--- src/hw/rtl/amc_pkg.sv ---
// Shared types and codes of the accumulator machine core.
package amc_pkg;

    localparam int MEM_DEPTH  = 256;
    localparam int ADDR_BITS  = 8;
    localparam int WORD_BITS  = 32;
    localparam int PC_BITS    = 9;

    // Item operations
    localparam logic [1:0] OPER_WRITE   = 2'd0;
    localparam logic [1:0] OPER_STEP    = 2'd1;
    localparam logic [1:0] OPER_RESTART = 2'd2;
    localparam logic [1:0] OPER_NOP     = 2'd3;

    // Instruction codes
    localparam logic [3:0] OPC_NONE    = 4'd0;
    localparam logic [3:0] OPC_ADD     = 4'd1;
    localparam logic [3:0] OPC_SUB     = 4'd2;
    localparam logic [3:0] OPC_MULT    = 4'd3;
    localparam logic [3:0] OPC_DIV     = 4'd4;
    localparam logic [3:0] OPC_JMP     = 4'd5;
    localparam logic [3:0] OPC_JMPN    = 4'd6;
    localparam logic [3:0] OPC_JMPP    = 4'd7;
    localparam logic [3:0] OPC_JMPZ    = 4'd8;
    localparam logic [3:0] OPC_COPY    = 4'd9;
    localparam logic [3:0] OPC_LOAD    = 4'd10;
    localparam logic [3:0] OPC_STORE   = 4'd11;
    localparam logic [3:0] OPC_INPUT   = 4'd12;
    localparam logic [3:0] OPC_OUTPUT  = 4'd13;
    localparam logic [3:0] OPC_STOP    = 4'd14;
    localparam logic [3:0] OPC_UNKNOWN = 4'd15;

    // Status codes
    localparam logic [2:0] STS_OK       = 3'd0;
    localparam logic [2:0] STS_STOP     = 3'd1;
    localparam logic [2:0] STS_PAST_END = 3'd2;
    localparam logic [2:0] STS_DIV_ZERO = 3'd3;
    localparam logic [2:0] STS_BAD_ADDR = 3'd4;
    localparam logic [2:0] STS_HALTED   = 3'd5;

    typedef enum logic [2:0] {
        ST_IDLE,
        ST_FETCH,
        ST_OPND1,
        ST_OPND2,
        ST_DATA,
        ST_MULT,
        ST_DIV,
        ST_DONE
    } t_state;

    // Result beat, last field in the lowest bits
    typedef struct packed {
        logic [2:0]           status;
        logic                 input_taken;
        logic [WORD_BITS-1:0] out_value;
        logic                 out_valid;
        logic [WORD_BITS-1:0] acc_after;
        logic [PC_BITS-1:0]   pc_after;
        logic [3:0]           opcode_done;
    } t_result;

endpackage

--- src/hw/rtl/amc_div.sv ---
// Restoring divider for unsigned magnitudes, one quotient bit per cycle.
module amc_div (
    input  logic                          i_clk,
    input  logic                          i_rst_n,
    input  logic                          i_start,
    input  logic [amc_pkg::WORD_BITS-1:0] i_dividend,
    input  logic [amc_pkg::WORD_BITS-1:0] i_divisor,
    output logic                          o_done,
    output logic [amc_pkg::WORD_BITS-1:0] o_quotient
);
    localparam int CNT_BITS = $clog2(amc_pkg::WORD_BITS) + 1;

    logic [amc_pkg::WORD_BITS:0]   r_rem, n_rem;
    logic [amc_pkg::WORD_BITS-1:0] r_quo, n_quo;
    logic [amc_pkg::WORD_BITS-1:0] r_dvs;
    logic [CNT_BITS-1:0]           r_cnt, n_cnt;
    logic                          r_busy, n_busy, r_done, n_done;
    logic [amc_pkg::WORD_BITS:0]   w_shift, w_diff;

    // Shift in the next dividend bit and try the subtraction
    always_comb begin
        w_shift = {r_rem[amc_pkg::WORD_BITS-1:0], r_quo[amc_pkg::WORD_BITS-1]};
        w_diff  = w_shift - {1'b0, r_dvs};
        n_rem   = r_rem;
        n_quo   = r_quo;
        n_cnt   = r_cnt;
        n_busy  = r_busy;
        n_done  = 1'b0;
        if (i_start) begin
            n_rem  = '0;
            n_quo  = i_dividend;
            n_cnt  = CNT_BITS'(amc_pkg::WORD_BITS);
            n_busy = 1'b1;
        end else if (r_busy) begin
            if (!w_diff[amc_pkg::WORD_BITS]) begin
                n_rem = w_diff;
                n_quo = {r_quo[amc_pkg::WORD_BITS-2:0], 1'b1};
            end else begin
                n_rem = w_shift;
                n_quo = {r_quo[amc_pkg::WORD_BITS-2:0], 1'b0};
            end
            n_cnt = r_cnt - 1'b1;
            if (r_cnt == CNT_BITS'(1)) begin
                n_busy = 1'b0;
                n_done = 1'b1;
            end
        end
    end

    always_ff @(posedge i_clk) begin
        if (!i_rst_n) begin
            r_busy <= 1'b0;
            r_done <= 1'b0;
            r_cnt  <= '0;
        end else begin
            r_busy <= n_busy;
            r_done <= n_done;
            r_cnt  <= n_cnt;
        end
        r_rem <= n_rem;
        r_quo <= n_quo;
        if (i_start) begin
            r_dvs <= i_divisor;
        end
    end

    assign o_done     = r_done;
    assign o_quotient = r_quo;

endmodule

--- config.mk ---
export PLATFORM = sky130hd
export DESIGN_NAME = amc_div
export DESIGN_NICKNAME = d
export VERILOG_FILES = /design/src/hw/rtl/amc_pkg.sv /design/src/hw/rtl/amc_div.sv
export SDC_FILE = /design/constraint.sdc
export NUM_CORES = 1
export LEC_CHECK = 0
export ABC_CLOCK_PERIOD_IN_PS = 6430
export BUFFER_PORTS_ARGS = -buffer_cell sky130_fd_sc_hd__buf_2
export CORE_MARGIN = 2
export CORE_UTILIZATION = 25
export CTS_BUF_LIST = sky130_fd_sc_hd__clkbuf_4 sky130_fd_sc_hd__clkbuf_8
export DETAILED_ROUTE_END_ITERATION = 16
export PLACE_DENSITY = 0.5
export SETUP_SLACK_MARGIN = 0.2
export SYNTH_ARGS = -nofsm -noshare
export SYNTH_HDL_FRONTEND = slang
export SYNTH_SLANG_ARGS = --single-unit
--- constraint.sdc ---
create_clock -name i_clk -period 6.43 [get_ports i_clk]
set_clock_uncertainty 0.2 [all_clocks]
set_input_delay 0.9645 -clock i_clk [delete_from_list [all_inputs] [get_ports i_clk]]
set_output_delay 0.9645 -clock i_clk [all_outputs]
set_load 0.03 [all_outputs]
Word-level counts from Yosys, hierarchy flattened
Cells that the tools add are included.
{"block": "word_totals", "register_bits": 104, "in_bits": 67, "out_inout_bits": 33, "elab_cells": 25}
{"block": "classes", "n_addsub": 2, "n_eq_ne": 1, "n_mux": 10, "bitwise": 2, "n_reduce_logical": 3}
{"op": "$mux 32", "count": 3}
{"op": "$sub 33x32->33", "count": 1}
{"op": "$mux 6", "count": 2}
{"op": "$eq 6x1->1 const B", "count": 1}
{"op": "$sub 6x1->6 const B", "count": 1}
{"op": "$mux 1", "count": 5}
{"op": "$reduce_or 3->1", "count": 1}
{"op": "$not 1->1", "count": 2}
{"op": "$reduce_bool 2->1", "count": 1}
{"op": "$reduce_or 2->1", "count": 1}

Longest topological paths before layout
{"block": "depth", "word_depth": 4, "mapped_depth": 13, "depth_no_buf": 12}

Least setup slack after synthesis
No wires, ideal clock.
{"block": "synth_path", "path_type": "register to register", "start": "register r_quo (netlist bit o_quotient[31])", "end": "register r_quo (netlist bit o_quotient[0]) (data pin)", "setup_ns": 0.260, "t_arrival_ns": 2.796, "setup_slack_ns": 3.174, "path_stages_with_launch": 13, "synth_period_minus_slack_ns": 3.256, "path_cell_list": "edfxtp_1 > inv_1 > ha_1 > fa_1 > nand2b_1 > a21oi_1 > nand4_1 > o2111ai_2 > a21oi_2 > o211ai_4 > xnor2_4 > buf_8 > mux2_2"}
{"block": "synth_via", "elab_chain_cells": 4}
{"element": "start, declared", "line_no": "amc_div.sv:14", "rtl": "logic [amc_pkg::WORD_BITS-1:0] r_quo, n_quo;"}
{"element": "start signal, assigned", "line_no": "amc_div.sv:61", "rtl": "r_quo <= n_quo;"}
{"element": "$sub 33x32->33", "line_no": "amc_div.sv:23", "rtl": "w_diff = w_shift - {1'b0, r_dvs};"}
{"element": "$mux 1", "line_no": "amc_div.sv:35", "rtl": "if (!w_diff[amc_pkg::WORD_BITS]) begin"}
{"element": "$mux 32", "line_no": "amc_div.sv:34", "rtl": "end else if (r_busy) begin"}
{"element": "$mux 32", "line_no": "amc_div.sv:29", "rtl": "if (i_start) begin"}
{"element": "net n_quo (one bit)", "line_no": "amc_div.sv:14"}
The timed path passes the listed nets, and every way through them passes these cells. The select of a mux whose other input is x is not followed.
A chain may end at the register's enable or synchronous reset.

Final worst setup path
{"block": "layout_path", "start": "register r_quo (netlist bit o_quotient[31])", "end": "register r_rem[24] (netlist name)"}
{"block": "layout_via", "elab_chain_cells": 2}
{"element": "$sub 33x32->33", "line_no": "amc_div.sv:23"}
{"element": "$mux 32", "line_no": "amc_div.sv:35"}
{"element": "end signal, assigned", "line_no": "amc_div.sv:60", "rtl": "r_rem <= n_rem;"}
{"element": "end, declared", "line_no": "amc_div.sv:13", "rtl": "logic [amc_pkg::WORD_BITS:0] r_rem, n_rem;"}
Every way passes these cells.

==> results.toml <==
[detailed_routing]
dr.pass1.iters = 4
drt_iter0_markers = 214
antenna_left = 0
via_per_inst = 4.45
drc_errors = 0
routed_wl_um = 13800
vias = 4416
routedWlPerCell_um = 13.9

[cts]
cts_resized = 0
clkTransAtPathRegs_ns = 0.11
post-cts-setup-buffers = 0
cts_root_buf = "clkbuf_8"
clock_sinks = 104
insertion_delay_ns = 0.40
htreeDepth = 3
cts_buffer_depth = 2
numCtsBuffers = 9
holdBufCountCts = 0
cts_tree = "yes"

[timing]
grt_setup_unrepaired = "false"
fin_hold_ws_ns = 0.294
fin_crit_ns = 3.66
max_freq_mhz = 273
worst_slack_ns = 2.77
tns_ns = 0
finalHoldViolCount = 0
worstMarginPinSlew_ns = 0.661
period_share_pct = 56.9
relSlewSlack_pct = 55.9
setup_violations = 0
slew_viol_final = 0

[power]
vdd_drop_max_mv = 0.112
powerDensity_nw_per_um2 = 261
power.total_mw = 1.82
cellLeakagePower_nw = 2.85

[global_route]
grt_max_degree = 65
grt.overflow.total = 0
grt_usage_pct = 11.0
grt_pass1_wl_um = 22600
antenna_found_initial = 0
grt_pass1_vias = 4472

[floorplan]
start_util_pct = 25.5
coreArea_um2 = 23500
dieArea_um2 = 25300
die_w_um = 159
fp.dieH_um = 159
io_pins = 100
placement_rows = 56

[critical_path]
reg2regPathDepth = 13
endpoint_kind = "flip-flop"
r2r_end = "r_rem[24]"
cp.required_ns = 6.49
reg2reg_slack_ns = 2.77
setup.worst_path.start_class = "flip-flop"
worstPathArrival_ns = 3.72
rr_startpoint = "o_quotient[31]"
critPathMaxFanout = 24
crit_type = "reg2reg"

[yosys]
async_flop_share_pct = 0
ys_top_cells_by_area = "edfxtp_1 32%, dfxtp_1 13%, ha_1 7.1%"
synth_edf_count = 64
avgSynthCellArea_um2 = 10.4
ys.warnings.count = 0
synth_cells = 578
syn_area_um2 = 6000
synth_top_area_share_pct = 32.0
synth_fp_nets = 680
yosys.area.top_type = "edfxtp_1"
synth-seq-cells = 104
synth_cell_types = 61
synth-seq-area-share_pct = 45.3
ys.flop_type = "edfxtp_1"

[finish]
syn2layout_area_growth_pct = 16.4
final_common_cell = "buf_2"
diodes = 0
drive_gt1_share_pct = 24.4
regArea_um2 = 2720
nets = 770
final_cell_mix = "98 x buf_2, 64 x edfxtp_1, 57 x nor2_1"
multi_input_area_um2 = 2960
fill_cells = 2514

[placed_design]
place.gp.congestion = 0.810
port_buffers = 99
dp_hpwl_um = 9790
place_ws_ns = 2.77

[hold_path]
hold_path_depth = 2
min_path_type = "reg2reg"
holdPathEnd = "r_cnt[0]"
holdCritStartpoint = "r_cnt[0]"

[job]
maxCapViolCount = 0

[status]
status = "finished clean"
where the power goes:
group / switching (mW) / internal, mW
registers: 0.0370 / 0.779
logic: 0.326 / 0.230
clock network: 0.258 / 0.191
sequential cells by signal (all words and copies together), names as in the netlist:
| signal | count |
|---|---|
| r_rem | 32 |
| r_busy | 1 |
| o_done | 1 |
| r_cnt | 6 |
| r_dvs | 32 |
| o_quotient | 32 |
Yosys cell counts, drive strengths merged (15+ instances only):
cell    count
dfxtp      40
o21ai      19
nor2       57
clkbuf     15
xnor2      23
a21oi      36
a211oi     31
inv        44
nand2      39
ha         34
mux2       32
mux2i      29
edfxtp     64
worst max path at each step:
stage                    from            end  slack, ns
3_5_place_dp   o_quotient[31]      r_rem[24]       2.77
5_1_grt        o_quotient[31]      r_rem[10]       2.50
2_1_floorplan  o_quotient[31]  o_quotient[0]       3.17
6_report       o_quotient[31]      r_rem[24]       2.77
3_3_place_gp   o_quotient[31]      r_rem[29]       2.88
4_1_cts        o_quotient[31]      r_rem[24]       2.75
metal layers:
layer	share of wire, %	global-route usage, %	vias to the layer above
li1	-	-	2277
met5	0	0	-
met1	50	15.1	2018
met2	42	16.7	109
met3	6.2	3.05	12
met4	1.5	4.09	0
through the flow:
step           cells  utilization [%]  area [µm²]
6_report         992             29.7        6990
5_1_grt          992             29.7        6990
4_1_cts          992             29.7        6990
3_5_place_dp     976             28.8        6780
3_3_place_gp     976             28.8        6780
2_1_floorplan    578                -        6000
critical path: stages, from the launching register on:
cell       delay [ns]
edfxtp_1         0.36
inv_1            0.06
ha_1             0.22
fa_1             0.40
nand2b_1         0.20
a21oi_1          0.19
nand4_1          0.14
o2111ai_2        0.18
a21oi_2          0.17
o211ai_4         0.32
xnor2_4          0.26
buf_4            0.47
mux2i_1          0.26
a211oi_1         0.09
final cells by class:
type / instances / area share [%]
multi-input combinational: 405 / 42.4
sequential: 104 / 39.0
tap: 319 / 5.71
inverter: 45 / 2.42
timing repair buffer: 103 / 7.56
clock buffer: 10 / 1.88
clock inverter: 6 / 1.07
cells by family after synthesis:
group	after synthesis	share of synthesized area [%]
muxes	61	10.8
buffers and inverters	69	5.33
and+or+nand+nor	144	10.8
adders and majority gates	35	7.42
xor gates and xnor gates	34	5.27
AOI/OAI and AO/OA	131	15.0
DFF	104	45.3
Power figures use the tool's default switching activity.
